===== config.mk =====
export PLATFORM = sky130hd
export DESIGN_NAME = ultrasonic_echo_ranger
export DESIGN_NICKNAME = d
export VERILOG_FILES = /design/src/rtl/uer_pkg.sv /design/src/rtl/uer_div58_step.sv /design/src/rtl/ultrasonic_echo_ranger.sv
export SDC_FILE = /design/constraint.sdc
export NUM_CORES = 1
export LEC_CHECK = 0
export BUFFER_PORTS_ARGS = -buffer_cell sky130_fd_sc_hd__buf_2
export CAP_MARGIN = 20
export CORE_MARGIN = 5
export CORE_UTILIZATION = 40
export DETAILED_ROUTE_END_ITERATION = 8
export GPL_TIMING_DRIVEN = 0
export PLACE_DENSITY = 0.6
export SYNTH_ARGS = -nofsm -noshare
export SYNTH_HDL_FRONTEND = slang
export SYNTH_HIERARCHICAL = 1
export SYNTH_SLANG_ARGS = --single-unit

===== constraint.sdc =====
create_clock -name aclk -period 8.7 [get_ports aclk]
set_input_delay 2.175 -clock aclk [delete_from_list [all_inputs] [get_ports aclk]]
set_output_delay 2.175 -clock aclk [all_outputs]
set_load 0.01 [all_outputs]

===== src/rtl/uer_pkg.sv =====
// Shared types and constants for the ultrasonic echo ranger.
// No dependencies; every other file in rtl/ uses this package.
`timescale 1ns / 1ps

package uer_pkg;

    // Width of each result field and of the config port
    localparam int DIST_W     = 19;
    localparam int TICK_W     = 16;
    localparam int SCALE_W    = 8;
    localparam int CFG_IDX_W  = 3;
    localparam int CFG_DATA_W = 16;

    // Tick count per centimeter of round trip (distance = count * scale / 58)
    localparam int DIVISOR = 58;
    localparam int REM_W   = 6;

    // Register indexes on the config port
    localparam logic [CFG_IDX_W-1:0] CFG_TRIG_LOW   = 3'd0;
    localparam logic [CFG_IDX_W-1:0] CFG_TRIG_HIGH  = 3'd1;
    localparam logic [CFG_IDX_W-1:0] CFG_RISE_TMO   = 3'd2;
    localparam logic [CFG_IDX_W-1:0] CFG_ECHO_LIMIT = 3'd3;
    localparam logic [CFG_IDX_W-1:0] CFG_SCALE      = 3'd4;

    // Measurement phases
    typedef enum logic [2:0] {
        PH_IDLE  = 3'd0,
        PH_LOW   = 3'd1,
        PH_HIGH  = 3'd2,
        PH_WAIT  = 3'd3,
        PH_COUNT = 3'd4
    } phase_t;

    // One input word per tick
    typedef struct packed {
        logic start_req;
        logic echo_level;
    } in_word_t;

    // One result word per tick
    typedef struct packed {
        logic              trigger_level;
        logic              busy_res;
        logic              done_res;
        logic              timed_out;
        logic              distance_valid;
        logic [DIST_W-1:0] distance_tenths;
    } out_word_t;

endpackage


===== src/rtl/uer_div58_step.sv =====
// One step of the running quotient/remainder of count * scale / 58.
// Adds scale to the remainder and carries whole multiples of 58 into the quotient.
// Depends on uer_pkg.
`timescale 1ns / 1ps

module uer_div58_step (
    input  logic [uer_pkg::DIST_W-1:0]  q_in,
    input  logic [uer_pkg::REM_W-1:0]   r_in,
    input  logic [uer_pkg::SCALE_W-1:0] scale,
    output logic [uer_pkg::DIST_W-1:0]  q_out,
    output logic [uer_pkg::REM_W-1:0]   r_out
);

    // r_in < 58 and scale < 256, so the sum stays below 6 * 58
    localparam int SUM_W = uer_pkg::SCALE_W + 1;
    localparam int NCMP  = 5;

    logic [SUM_W-1:0] sum;
    logic [2:0]       carry;
    logic [SUM_W-1:0] sub;

    assign sum = SUM_W'(r_in) + SUM_W'(scale);

    // Count how many multiples of 58 fit in the sum
    always_comb begin
        carry = 3'd0;
        for (int j = 1; j <= NCMP; j++) begin
            if (sum >= SUM_W'(j * uer_pkg::DIVISOR)) begin
                carry = carry + 3'd1;
            end
        end
    end

    assign sub   = SUM_W'(carry) * SUM_W'(uer_pkg::DIVISOR);
    assign r_out = uer_pkg::REM_W'(sum - sub);
    assign q_out = q_in + uer_pkg::DIST_W'(carry);

endmodule


===== src/rtl/ultrasonic_echo_ranger.sv =====
// Ultrasonic echo ranger: top level with trigger/echo sequencer and result register.
// Depends on uer_pkg and uer_div58_step.
`timescale 1ns / 1ps

// Each input word is one timebase tick carrying a start request and the sampled
// echo level; each accepted word yields exactly one registered result word,
// and a new word is accepted every cycle (the result register is refilled as it
// drains, so throughput is one word per clock while m_ready stays high). A start
// in idle drives the trigger low for max(trigger_low_ticks,1) ticks, high for
// max(trigger_high_ticks,1) ticks, then waits up to rise_timeout_ticks for the
// echo and counts its high ticks up to echo_limit_ticks. The distance
// floor(count * scale_tenths / 58) is kept as a running quotient and remainder
// updated once per echo tick, so no divider sits in the path. Config writes are
// always accepted and must only be made while the block is idle.
module ultrasonic_echo_ranger (
    input  logic                          aclk,
    input  logic                          aresetn,
    // config write channel
    input  logic                          cfg_valid,
    output logic                          cfg_ready,
    input  logic [uer_pkg::CFG_IDX_W-1:0] cfg_index,
    input  logic [uer_pkg::CFG_DATA_W-1:0] cfg_data,
    // tick input
    input  logic                          s_valid,
    output logic                          s_ready,
    input  uer_pkg::in_word_t             s_data,
    // result output
    output logic                          m_valid,
    input  logic                          m_ready,
    output uer_pkg::out_word_t            m_data
);

    localparam int TW = uer_pkg::TICK_W;
    localparam int DW = uer_pkg::DIST_W;
    localparam int RW = uer_pkg::REM_W;

    // Config registers
    logic [7:0]                  trig_low_reg;
    logic [7:0]                  trig_high_reg;
    logic [TW-1:0]               rise_tmo_reg;
    logic [TW-1:0]               echo_limit_reg;
    logic [uer_pkg::SCALE_W-1:0] scale_reg;

    // Measurement state
    uer_pkg::phase_t phase_reg, phase_next;
    logic [TW-1:0]   ticks_reg, ticks_next;
    logic [TW-1:0]   count_reg, count_next;
    logic [DW-1:0]   q_reg, q_next;
    logic [RW-1:0]   r_reg, r_next;

    // Result register
    logic               m_valid_reg;
    uer_pkg::out_word_t m_data_reg;
    uer_pkg::out_word_t out_word;

    logic s_accept;
    logic echo;
    logic start;

    logic [TW-1:0] ticks_plus;
    logic [TW:0]   count_plus;
    logic          count_over;
    logic          done;
    logic          tmo;

    logic [DW-1:0] step_q_in, step_q_out;
    logic [RW-1:0] step_r_in, step_r_out;

    assign cfg_ready = 1'b1;
    assign s_ready   = !m_valid_reg || m_ready;
    assign s_accept  = s_valid && s_ready;
    assign m_valid   = m_valid_reg;
    assign m_data    = m_data_reg;

    assign echo  = s_data.echo_level;
    assign start = s_data.start_req;

    // Config writes
    always_ff @(posedge aclk) begin
        if (!aresetn) begin
            trig_low_reg   <= 8'd2;
            trig_high_reg  <= 8'd10;
            rise_tmo_reg   <= 16'd30000;
            echo_limit_reg <= 16'd30000;
            scale_reg      <= 8'd40;
        end else if (cfg_valid && cfg_ready) begin
            case (cfg_index)
                uer_pkg::CFG_TRIG_LOW:   trig_low_reg   <= cfg_data[7:0];
                uer_pkg::CFG_TRIG_HIGH:  trig_high_reg  <= cfg_data[7:0];
                uer_pkg::CFG_RISE_TMO:   rise_tmo_reg   <= cfg_data;
                uer_pkg::CFG_ECHO_LIMIT: echo_limit_reg <= cfg_data;
                uer_pkg::CFG_SCALE:      scale_reg      <= cfg_data[7:0];
                default: ;
            endcase
        end
    end

    // Running distance: a rising echo starts from zero
    assign step_q_in = (phase_reg == uer_pkg::PH_WAIT) ? '0 : q_reg;
    assign step_r_in = (phase_reg == uer_pkg::PH_WAIT) ? '0 : r_reg;

    uer_div58_step u_step (
        .q_in  (step_q_in),
        .r_in  (step_r_in),
        .scale (scale_reg),
        .q_out (step_q_out),
        .r_out (step_r_out)
    );

    // End-of-measurement events
    assign ticks_plus = ticks_reg + 16'd1;
    assign count_plus = {1'b0, count_reg} + 17'd1;
    assign count_over = count_plus > {1'b0, echo_limit_reg};

    always_comb begin
        done = 1'b0;
        tmo  = 1'b0;
        case (phase_reg)
            uer_pkg::PH_WAIT: begin
                if (echo) begin
                    done = (echo_limit_reg == '0);
                end else begin
                    done = (ticks_plus >= rise_tmo_reg);
                end
                tmo = done;
            end
            uer_pkg::PH_COUNT: begin
                done = !echo || count_over;
                tmo  = echo && count_over;
            end
            default: ;
        endcase
    end

    // Next state
    always_comb begin
        phase_next = phase_reg;
        ticks_next = ticks_reg;
        count_next = count_reg;
        q_next     = q_reg;
        r_next     = r_reg;
        case (phase_reg)
            uer_pkg::PH_LOW: begin
                if (ticks_plus >= {8'd0, trig_low_reg}) begin
                    phase_next = uer_pkg::PH_HIGH;
                    ticks_next = '0;
                end else begin
                    ticks_next = ticks_plus;
                end
            end
            uer_pkg::PH_HIGH: begin
                if (ticks_plus >= {8'd0, trig_high_reg}) begin
                    phase_next = uer_pkg::PH_WAIT;
                    ticks_next = '0;
                end else begin
                    ticks_next = ticks_plus;
                end
            end
            uer_pkg::PH_WAIT: begin
                if (echo) begin
                    phase_next = uer_pkg::PH_COUNT;
                    ticks_next = '0;
                    count_next = 16'd1;
                    q_next     = step_q_out;
                    r_next     = step_r_out;
                end else begin
                    ticks_next = ticks_plus;
                end
            end
            uer_pkg::PH_COUNT: begin
                if (echo) begin
                    count_next = count_plus[TW-1:0];
                    q_next     = step_q_out;
                    r_next     = step_r_out;
                end
            end
            default: begin
                // idle, and any unused code
                phase_next = uer_pkg::PH_IDLE;
                if (start) begin
                    count_next = '0;
                    q_next     = '0;
                    r_next     = '0;
                    if (trig_low_reg <= 8'd1) begin
                        phase_next = uer_pkg::PH_HIGH;
                        ticks_next = '0;
                    end else begin
                        phase_next = uer_pkg::PH_LOW;
                        ticks_next = 16'd1;
                    end
                end
            end
        endcase
        if (done) begin
            phase_next = uer_pkg::PH_IDLE;
            ticks_next = '0;
            count_next = '0;
            q_next     = '0;
            r_next     = '0;
        end
    end

    // Result word for this tick
    always_comb begin
        out_word                 = '0;
        out_word.trigger_level   = (phase_reg == uer_pkg::PH_HIGH);
        out_word.done_res        = done;
        out_word.timed_out       = tmo;
        case (phase_reg)
            uer_pkg::PH_LOW, uer_pkg::PH_HIGH: out_word.busy_res = 1'b1;
            uer_pkg::PH_WAIT, uer_pkg::PH_COUNT: out_word.busy_res = !done;
            default: out_word.busy_res = start;
        endcase
        if (done && !tmo) begin
            out_word.distance_tenths = q_reg;
            out_word.distance_valid  = (q_reg != '0);
        end
    end

    // State registers advance once per accepted tick
    always_ff @(posedge aclk) begin
        if (!aresetn) begin
            phase_reg <= uer_pkg::PH_IDLE;
            ticks_reg <= '0;
            count_reg <= '0;
            q_reg     <= '0;
            r_reg     <= '0;
        end else if (s_accept) begin
            phase_reg <= phase_next;
            ticks_reg <= ticks_next;
            count_reg <= count_next;
            q_reg     <= q_next;
            r_reg     <= r_next;
        end
    end

    // Output register
    always_ff @(posedge aclk) begin
        if (!aresetn) begin
            m_valid_reg <= 1'b0;
        end else if (s_accept) begin
            m_valid_reg <= 1'b1;
        end else if (m_ready) begin
            m_valid_reg <= 1'b0;
        end
    end

    always_ff @(posedge aclk) begin
        if (s_accept) begin
            m_data_reg <= out_word;
        end
    end

endmodule


==> results.sh, run 1 <==
export IMPL_yosysSeqAreaShare_pct=35.0
export IMPL_die_area_um2=24900
export IMPL_gr_total_overflow=0
export IMPL_clk_pin_slew_worst_paths_ns=0.06
export IMPL_nets=1213
export IMPL_synth_area_leaders="dfxtp_1 (27%), ha_1 (10%), edfxtp_1 (8.2%)"
export IMPL_die_h_um=158
export IMPL_hp_class="reg2reg"
export IMPL_slowest_stage="or3_1"
export IMPL_vias=7453
export IMPL_tns_ns=0
export IMPL_dpl_hpwl_mm=16.8
export IMPL_fin_area_um2=9960
export IMPL_period_minus_slack_ns=7.88
export IMPL_first_global_vias=6988
export IMPL_h_tree_depth=4
export IMPL_cp_common_cell="ha_1"
export IMPL_path_max_fanout=14
export IMPL_start_kind="register"
export IMPL_synth_area_um2=8750
export IMPL_seqCellArea_um2=3060
export IMPL_synth_cells=1045
export IMPL_reg2reg_to="r_reg[5]$_SDFFE_PN0P_"
export IMPL_wirelength_mm=22.3
export IMPL_cts_tree="done"
export IMPL_hold_violations=0
export IMPL_syn_to_final_growth_pct=13.8
export IMPL_powerDensity_nw_per_um2=160
export IMPL_cts_root_buffer="clkbuf_16"
export IMPL_clock_sinks=141
export IMPL_arrival_ns=8.20
export IMPL_clk_latency_ns=0.43
export IMPL_post_place_ws_ns=0.491
export IMPL_core_area_um2=21700
export IMPL_diodes=0
export IMPL_ys_ff_latch=141
export IMPL_synth_most_common_cell="nand2_1"
export IMPL_drtPass1Iterations=5
export IMPL_synthFlopType="dfxtp_1"
export IMPL_drtIter0Drc=400
export IMPL_multi_input_area_um2=5180
export IMPL_fillers=2165
export IMPL_peakVddDrop_v=0.000125
export IMPL_layout_drive_gt1_share_pct=12.2
export IMPL_status="complete, no violations"
export IMPL_setup_viol=0
export IMPL_postCtsSetupBuffers=0
export IMPL_synthTopCellsByCount="nand2_1 (166), dfxtp_1 (117), a21oi_1 (78)"
export IMPL_dpl_cell_area_um2=9360
export IMPL_io_pins=53
export IMPL_yosysWarnings=6
export IMPL_async_flop_share_pct=0
export IMPL_critPathMaxStageDelay_ns=0.38
export IMPL_worstRegToRegCells=34
export IMPL_rsz0062_at_grt="false"
export IMPL_yosys_area_top_type="dfxtp_1"
export IMPL_critPathRequiredTime_ns=9.01
export IMPL_port_buffers=50
export IMPL_min_to="trig_high_reg[7]$_SDFFE_PN0P_"
export IMPL_worst_slack_ns=0.815
export IMPL_syn_nets=1144
export IMPL_tightest_slew_ns=0.790
export IMPL_die_w_um=158
export IMPL_largest_register_ffs=24
export IMPL_via_per_inst=5.30
export IMPL_r2r_slack_ns=0.82
export IMPL_crit_reg2reg_launch="phase_reg[2]$_SDFFE_PN0P_"
export IMPL_worstSetupEndpointType="register"
export IMPL_netlist_area_leader_share_pct=26.8
export IMPL_slew_violations=0
export IMPL_synth_edf_count=24
export IMPL_antenna_found_initial=0
export IMPL_clock_path_buffers=2
export IMPL_drt_antenna_violating_nets=0
export IMPL_gp_congestion=0.856
export IMPL_hp_start="trig_high_reg[7]$_SDFFE_PN0P_"
export IMPL_p_leak_uw=0.00419
export IMPL_hold_depth=2
export IMPL_grt_pass1_wl_mm=36.2
export IMPL_wire_per_inst_um=15.8
export IMPL_drc_errors=0
export IMPL_fmaxAchievable_mhz=127
export IMPL_postSynthAreaPerCell_um2=8.38
export IMPL_cts_made_buffers=17
export IMPL_crit_type="reg2reg"
export IMPL_clock_skew_ns=0.0144
export IMPL_rows=54
export IMPL_initial_utilization_pct=40.4
export IMPL_finalCritPeriodShare_pct=90.6
export IMPL_grt_usage_pct=18.3
export IMPL_drv_cap=0
export IMPL_postCtsHoldBufs=0
export IMPL_grt_max_degree=31
export IMPL_slew_headroom_pct=47.3
export IMPL_synth_cell_types=85
## through the flow
step                      util (%)  hold slack (ns)  total power, uW  cells
after floorplan                  -            0.435              818   1045
after global placement        43.1            0.444              878   1375
after detailed placement      43.1            0.447              879   1375
after CTS                     45.8            0.455             1610   1407
after global routing          45.9            0.472             1660   1407
final                         45.9            0.456             1590   1407
## kinds of logic after synthesis
| family | count (synthesis) | synth area share (%) |
|---|---|---|
| buf+inv | 124 | 5.92 |
| simple gates | 420 | 24.2 |
| fa+ha+maj | 73 | 10.7 |
| mux | 6 | 0.700 |
| xor+xnor | 64 | 6.66 |
| compound gates | 216 | 16.8 |
| other cells | 1 | 0.0428 |
| flops | 141 | 35.0 |
## placed cells by master (no fill, tap or decap), drive strengths merged, types with 5 or more instances in the layout
master	synthesis	layout
nand2	166	166
dfxtp	117	117
inv	73	82
a21oi	81	81
ha	70	70
buf	15	66
nand3	57	57
clkbuf	36	52
and2	51	51
o21ai	47	47
nor2	44	44
xnor2	34	34
xor2	29	29
edfxtp	24	24
o211ai	21	21
nand4	20	20
a32o	18	18
and3	17	17
nor4	16	16
nor3	13	13
a21o	8	8
nand2b	7	7
nand3b	6	6
a211oi	5	5
nor2b	5	5
mux2i	5	5
## final cells by class
cell class,count,area share [%]
clock inverters,15,1.53
plain buffers,50,2.41
repair buffers,51,2.79
clock buffers,17,4.27
multi-input cells,780,52.0
inverters,73,2.75
flip-flops and latches,141,30.8
well taps,280,3.52
## report_power, final
group | leakage, uW | switching (uW) | internal (uW)
sequential | 0.00119 | 11.3 | 679
clock | 0.000273 | 319 | 404
combinational | 0.00273 | 113 | 63.5
## what timing repair did
item                                    in CTS  in global routing
endpoints found under the hold margin        0                  0
resized for setup                            0                  1
endpoints found under the setup margin       0                  1
## worst max-delay path: cells and delay by family, from the launching register on
| kind | cells | cell delay (ns) |
|---|---|---|
| AO/OA/AOI/OAI | 10 | 2.05 |
| XOR/XNOR | 5 | 0.97 |
| adder cells (fa/ha/maj) | 6 | 1.72 |
| buffers and inverters | 4 | 0.80 |
| flip-flops | 1 | 0.30 |
| multiplexers | 2 | 0.46 |
| AND/OR/NAND/NOR | 7 | 1.44 |
## layer usage
| layer | vias up | global-route usage, % | routed length [um] |
|---|---|---|---|
| met5 | - | 0 | 0 |
| met4 | 0 | 7.15 | 563 |
| met3 | 39 | 3.01 | 870 |
| met2 | 132 | 29.2 | 10300 |
| met1 | 3471 | 25.0 | 10500 |
| li1 | 3811 | - | - |
## how the worst max path moves through the flow
stage / start / endpoint
2_1_floorplan: phase_reg[2]$_SDFFE_PN0P_ / r_reg[5]$_SDFFE_PN0P_
3_3_place_gp: phase_reg[2]$_SDFFE_PN0P_ / r_reg[5]$_SDFFE_PN0P_
3_5_place_dp: phase_reg[2]$_SDFFE_PN0P_ / r_reg[5]$_SDFFE_PN0P_
4_1_cts: phase_reg[2]$_SDFFE_PN0P_ / r_reg[5]$_SDFFE_PN0P_
5_1_grt: phase_reg[2]$_SDFFE_PN0P_ / r_reg[5]$_SDFFE_PN0P_
6_report: phase_reg[2]$_SDFFE_PN0P_ / r_reg[5]$_SDFFE_PN0P_
Note: power is estimated with default switching activity, not from simulation.
==> run 2: changes to the inputs <==
--- a/config.mk
+++ b/config.mk
@@ -5,6 +5,7 @@
 export SDC_FILE = /design/constraint.sdc
 export NUM_CORES = 1
 export LEC_CHECK = 0
+export ABC_AREA = 1
 export BUFFER_PORTS_ARGS = -buffer_cell sky130_fd_sc_hd__buf_2
 export CAP_MARGIN = 20
 export CORE_MARGIN = 5
==> run 2 against run 1 <==
Compared with the run above:
- critical path depth up 12
- clock power shrank 3.0%
- power rose by 41%
- final cell count rose by 20%
- clock skew fell by 0.0027 ns
- die area is 8.6% higher
==> results.sh, run 2 <==
export IMPL_nets=1449
export IMPL_finalCritPeriodShare_pct=86.7
export IMPL_drtPass1Iterations=5
export IMPL_vias=8352
export IMPL_syn_to_final_growth_pct=12.6
export IMPL_dpl_hpwl_mm=18.7
export IMPL_cts_made_buffers=17
export IMPL_fillers=2424
export IMPL_wirelength_mm=24.1
export IMPL_synthFlopType="dfxtp_1"
export IMPL_critPathRequiredTime_ns=8.98
export IMPL_postCtsSetupBuffers=0
export IMPL_final_common_cell="nand2_1"
export IMPL_grt_pass1_wl_mm=40.2
export IMPL_layout_drive_gt1_share_pct=16.2
export IMPL_clock_skew_ns=0.0117
export IMPL_globalRouteMet1Util_pct=23.9
export IMPL_setup_viol=0
export IMPL_p_leak_uw=0.00478
export IMPL_drt_antenna_violating_nets=0
export IMPL_rows=56
export IMPL_h_tree_depth=4
export IMPL_drc_errors=0
export IMPL_use_met2_pct=32.1
export IMPL_powerDensity_nw_per_um2=209
export IMPL_clk_pin_slew_worst_paths_ns=0.06
export IMPL_rsz0062_at_grt="false"
export IMPL_p_int_uw=1380
export IMPL_tightest_slew_ns=0.940
export IMPL_postSynthAreaPerCell_um2=7.47
export IMPL_drv_cap=0
export IMPL_die_area_um2=27100
export IMPL_via_per_inst=4.97
export IMPL_mostFrequentLayoutCells="nand2_1 (194), inv_1 (179), nor2_1 (143)"
export IMPL_status="complete, no violations"
export IMPL_synth_area_leaders="dfxtp_1 (24%), ha_1 (9.2%), nand2_1 (7.6%)"
export IMPL_synth_most_common_cell="nand2_1"
export IMPL_crit_type="reg2reg"
export IMPL_die_h_um=165
export IMPL_hold_violations=0
export IMPL_tns_ns=0
export IMPL_drtIter0Drc=400
export IMPL_ys_ff_latch=141
export IMPL_post_place_ws_ns=1.09
export IMPL_clock_path_buffers=2
export IMPL_pwr_share_seq_pct=33.8
export IMPL_synth_cells=1281
export IMPL_wire_per_inst_um=14.3
export IMPL_r2r_slack_ns=1.16
export IMPL_worstRegToRegCells=46
export IMPL_die_w_um=165
export IMPL_cp_common_cell="nand2_1"
export IMPL_p_comb_share_pct=35.0
export IMPL_met3_usage_pct=2.82
export IMPL_largest_register_ffs=24
export IMPL_synth_cell_types=58
export IMPL_seqCellArea_um2=3060
export IMPL_yosysWarnings=6
export IMPL_worst_slack_ns=1.16
export IMPL_syn_nets=1380
export IMPL_synth_area_um2=9560
export IMPL_antenna_found_initial=0
export IMPL_cts_resized=0
export IMPL_grt_usage_pct=18.5
export IMPL_fmaxAchievable_mhz=133
export IMPL_switchingPower_uw=865
export IMPL_cts_tree="done"
export IMPL_cts_root_buffer="clkbuf_16"
export IMPL_path_max_fanout=10
export IMPL_arrival_ns=7.82
export IMPL_hold_depth=2
export IMPL_synth_edf_count=24
export IMPL_grt_most_used_layer="met2"
export IMPL_pwr_share_clk_pct=31.2
export IMPL_peakVddDrop_v=0.000111
export IMPL_start_kind="register"
export IMPL_critPathMaxStageDelay_ns=0.49
export IMPL_first_global_vias=8126
export IMPL_slowest_stage="clkbuf_1"
export IMPL_gp_congestion=0.825
export IMPL_clock_sinks=141
export IMPL_postCtsHoldBufs=0
export IMPL_grt_max_degree=27
export IMPL_port_buffers=50
export IMPL_gr_total_overflow=0
export IMPL_yosys_area_top_type="dfxtp_1"
export IMPL_core_area_um2=23500
export IMPL_multi_input_area_um2=5530
export IMPL_yosysSeqAreaShare_pct=32.0
export IMPL_worstSetupEndpointType="register"
export IMPL_switching_share_pct=38.5
export IMPL_initial_utilization_pct=40.6
export IMPL_slew_headroom_pct=37.3
export IMPL_netlist_area_leader_share_pct=24.5
export IMPL_synthTopCellsByCount="nand2_1 (194), inv_1 (179), nor2_1 (143)"
export IMPL_clk_latency_ns=0.43
export IMPL_diodes=0
export IMPL_hp_class="reg2reg"
export IMPL_io_pins=53
export IMPL_period_minus_slack_ns=7.54
export IMPL_slew_violations=0
export IMPL_async_flop_share_pct=0
export IMPL_hold_ws_ns=0.465
==> run 2: cell families after synthesis <==
kind of cell    synth area share [%]
other cells                   0.0392
simple gates                    27.1
flops                           32.0
xor+xnor                        3.94
fa+ha+maj                       9.79
buf+inv                         10.2
compound gates                  16.9
==> run 2: path summary, 6_finish.rpt <==
kind / startpoint / endpoint
setup / recovery: phase_reg[1]$_SDFFE_PN0P_ / r_reg[5]$_SDFFE_PN0P_
hold / removal: rise_tmo_reg[3]$_SDFFE_PN0P_ / rise_tmo_reg[3]$_SDFFE_PN0P_
setup reg to reg: phase_reg[1]$_SDFFE_PN0P_ / r_reg[5]$_SDFFE_PN0P_
hold reg to reg: rise_tmo_reg[3]$_SDFFE_PN0P_ / rise_tmo_reg[3]$_SDFFE_PN0P_
==> run 2: worst max-delay path: cells and delay by family (launching register included) <==
kind	cells	cell delay, ns
adders and majority gates	8	2.24
buffers and inverters	9	1.35
AOI/OAI and AO/OA	3	0.39
xor gates and xnor gates	2	0.38
and+or+nand+nor	24	2.65
DFF	1	0.38
==> run 2: stage by stage <==
| step | util, % | cells | area [um2] | total power [uW] |
|---|---|---|---|---|
| after floorplan | - | 1281 | 9560 | 1390 |
| after global placement | 43.4 | 1650 | 10200 | 1550 |
| after detailed placement | 43.4 | 1650 | 10200 | 1560 |
| after CTS | 45.7 | 1682 | 10800 | 2270 |
| after global routing | 45.7 | 1682 | 10800 | 2400 |
| final | 45.7 | 1682 | 10800 | 2250 |
==> run 2: area by class of cell <==
type / instances / area share [%]
Multi-Input combinational cell: 903 / 51.4
Sequential cell: 141 / 28.5
Inverter: 194 / 6.81
Clock buffer: 17 / 3.95
Tap cell: 319 / 3.71
Timing Repair Buffer: 50 / 2.32
Buffer: 43 / 2.22
Clock inverter: 15 / 1.17
==> run 2: per-layer routing <==
layer	part of all wire, %	wire length, um
met5	0	0
met2	49	11800
met4	1.6	391
met3	3.0	719
met1	47	11200
==> run 2: power by group through the flow <==
| stage | registers (uW) | logic [uW] | clock network [uW] |
|---|---|---|---|
| floorplan | 772 | 617 | 0 |
| global placement | 775 | 774 | 0 |
| detailed placement | 775 | 788 | 0 |
| CTS | 761 | 794 | 711 |
| global route | 768 | 896 | 739 |
| finish | 761 | 787 | 701 |
==> run 3: changes to the inputs <==
--- a/config.mk
+++ b/config.mk
@@ -10,9 +10,11 @@
 export CAP_MARGIN = 20
 export CORE_MARGIN = 5
 export CORE_UTILIZATION = 40
+export CTS_BUF_LIST = sky130_fd_sc_hd__clkbuf_2
 export DETAILED_ROUTE_END_ITERATION = 8
 export GPL_TIMING_DRIVEN = 0
 export PLACE_DENSITY = 0.6
+export SLEW_MARGIN = 25
 export SYNTH_ARGS = -nofsm -noshare
 export SYNTH_HDL_FRONTEND = slang
 export SYNTH_HIERARCHICAL = 1
==> run 3 against run 2 <==
Compared with the run above:
- critical path depth unchanged
- non-clock buffer count did not move
- fmax is 0.71% lower
- global-route usage is 0.13 points lower
- die area stayed put
- sequential power barely moved
- cell area down 3.1%
- via count is essentially flat
- flip-flop and latch count unchanged
==> results.sh, run 3 (synthesis gave the netlist of run 2 again) <==
export IMPL_status="complete, no violations"
export IMPL_critPathMaxStageDelay_ns=0.49
export IMPL_io_pins=53
export IMPL_initial_utilization_pct=40.6
export IMPL_path_max_fanout=10
export IMPL_grt_pass1_wl_mm=39.9
export IMPL_die_w_um=165
export IMPL_peakVddDrop_v=0.000119
export IMPL_p_comb_share_pct=41.0
export IMPL_postCtsSetupBuffers=0
export IMPL_h_tree_depth=4
export IMPL_pwr_share_clk_pct=19.4
export IMPL_layout_drive_gt1_share_pct=16.2
export IMPL_drtIter0Drc=361
export IMPL_cts_made_buffers=17
export IMPL_antenna_found_initial=1
export IMPL_grt_usage_pct=18.4
export IMPL_hp_class="reg2reg"
export IMPL_r2r_slack_ns=1.10
export IMPL_arrival_ns=8.20
export IMPL_first_global_vias=8039
export IMPL_die_h_um=165
export IMPL_reg2reg_to="r_reg[5]$_SDFFE_PN0P_"
export IMPL_clock_sinks=141
export IMPL_drv_cap=0
export IMPL_min_to="rise_tmo_reg[3]$_SDFFE_PN0P_"
export IMPL_route_met3_wl_um=735
export IMPL_final_common_cell="nand2_1"
export IMPL_finish_utilization_pct=44.3
export IMPL_critPathRequiredTime_ns=9.30
export IMPL_clock_path_buffers=2
export IMPL_clk_pin_slew_worst_paths_ns=0.23
export IMPL_rows=56
export IMPL_finalNonFillerCells=1683
export IMPL_postCtsHoldBufs=0
export IMPL_switching_share_pct=43.0
export IMPL_p_int_uw=1100
export IMPL_dpl_hpwl_mm=18.7
export IMPL_vias=8348
export IMPL_powerDensity_nw_per_um2=184
export IMPL_port_buffers=50
export IMPL_pwr_share_seq_pct=39.7
export IMPL_hold_depth=2
export IMPL_via_per_inst=4.96
export IMPL_mostFrequentLayoutCells="nand2_1 (194), inv_1 (179), nor2_1 (143)"
export IMPL_rsz0062_at_grt="false"
export IMPL_hold_violations=0
export IMPL_wire_per_inst_um=14.2
export IMPL_setup_viol=0
export IMPL_drt_antenna_violating_nets=0
export IMPL_dr_max_layer_used="met4"
export IMPL_core_area_um2=23500
export IMPL_period_minus_slack_ns=7.60
export IMPL_cts_root_buffer="clkbuf_2"
export IMPL_drc_errors=0
export IMPL_tns_ns=0
export IMPL_cts_resized=0
export IMPL_hp_start="rise_tmo_reg[3]$_SDFFE_PN0P_"
export IMPL_slew_headroom_pct=36.2
export IMPL_met1_length_mm=11.2
export IMPL_wirelength_mm=23.9
export IMPL_cts_tree="done"
export IMPL_cp_common_cell="nand2_1"
export IMPL_die_area_um2=27100
export IMPL_p_leak_uw=0.00464
export IMPL_tightest_slew_ns=0.956
export IMPL_largest_register_ffs=24
export IMPL_gr_total_overflow=0
export IMPL_nets=1449
export IMPL_worstSetupEndpointType="register"
export IMPL_worstRegToRegCells=46
export IMPL_wl_met2_mm=11.7
export IMPL_clock_skew_ns=0.0498
export IMPL_fmaxAchievable_mhz=132
export IMPL_start_kind="register"
export IMPL_hold_ws_ns=0.480
export IMPL_finalCritPeriodShare_pct=87.3
export IMPL_grt_max_degree=27
export IMPL_slew_violations=0
export IMPL_clk_latency_ns=0.76
export IMPL_switchingPower_uw=825
export IMPL_slowest_stage="clkbuf_1"
export IMPL_crit_type="reg2reg"
export IMPL_crit_reg2reg_launch="phase_reg[1]$_SDFFE_PN0P_"
export IMPL_place_inst=1650
export IMPL_gp_congestion=0.825
export IMPL_drtPass1Iterations=5
export IMPL_syn_to_final_growth_pct=9.03
[run 3: changes by cell type in the layout (fill, tap and decap cells not counted)]
cell,change
clkbuf_16,-17
diode_2,+1
clkbuf_2,+17
[run 3: layout make-up]
cell class                      instances  area [um2]
Inverter                              194         733
Buffer                                 43         239
Multi-Input combinational cell        903        5530
Clock buffer                           17        85.1
Fill cell                            2466       13100
Tap cell                              319         399
Timing Repair Buffer                   50         250
Sequential cell                       141        3060
Clock inverter                         15         126
Antenna cell                            1        2.50
[run 3: through the flow]
| stage | setup WS [ns] | instance area [um2] | total power (uW) |
|---|---|---|---|
| detailed placement | 1.09 | 10200 | 1560 |
| global route | 0.0884 | 10400 | 2080 |
| global placement | 1.19 | 10200 | 1550 |
| floorplan | 2.26 | 9560 | 1390 |
| CTS | 1.00 | 10400 | 1940 |
| finish | 1.10 | 10400 | 1920 |
[run 3: worst max-delay path, delay by kind of cell (launching register included)]
family | cells | cell delay, ns
AND/OR/NAND/NOR | 24 | 2.67
buffers and inverters | 9 | 1.34
adder cells (fa/ha/maj) | 8 | 2.25
XOR/XNOR | 2 | 0.38
AO/OA/AOI/OAI | 3 | 0.40
flip-flops | 1 | 0.44
[run 3: power groups by stage]
stage               clock network [uW]  logic, uW  registers [uW]
finish                             372        787             762
global route                       413        894             769
CTS                                384        793             762
detailed placement                   0        788             775
global placement                     0        774             775
floorplan                            0        617             772
[run 3: how the worst max path moves through the flow]
stage | startpoint | end | slack [ns] | cells past startpoint
4_1_cts | phase_reg[1]$_SDFFE_PN0P_ | r_reg[5]$_SDFFE_PN0P_ | 1.00 | 46
3_5_place_dp | phase_reg[1]$_SDFFE_PN0P_ | r_reg[5]$_SDFFE_PN0P_ | 1.09 | 46
5_1_grt | phase_reg[1]$_SDFFE_PN0P_ | r_reg[5]$_SDFFE_PN0P_ | 0.09 | 48
6_report | phase_reg[1]$_SDFFE_PN0P_ | r_reg[5]$_SDFFE_PN0P_ | 1.10 | 46
3_3_place_gp | phase_reg[1]$_SDFFE_PN0P_ | r_reg[5]$_SDFFE_PN0P_ | 1.19 | 46
2_1_floorplan | phase_reg[1]$_SDFFE_PN0P_ | r_reg[5]$_SDFFE_PN0P_ | 2.26 | 46
[run 3: metal layers]
layer,up-vias,GRT usage [%]
met5,-,0
met2,110,31.7
met4,0,4.95
met3,24,2.92
li1,4371,-
met1,3843,23.9
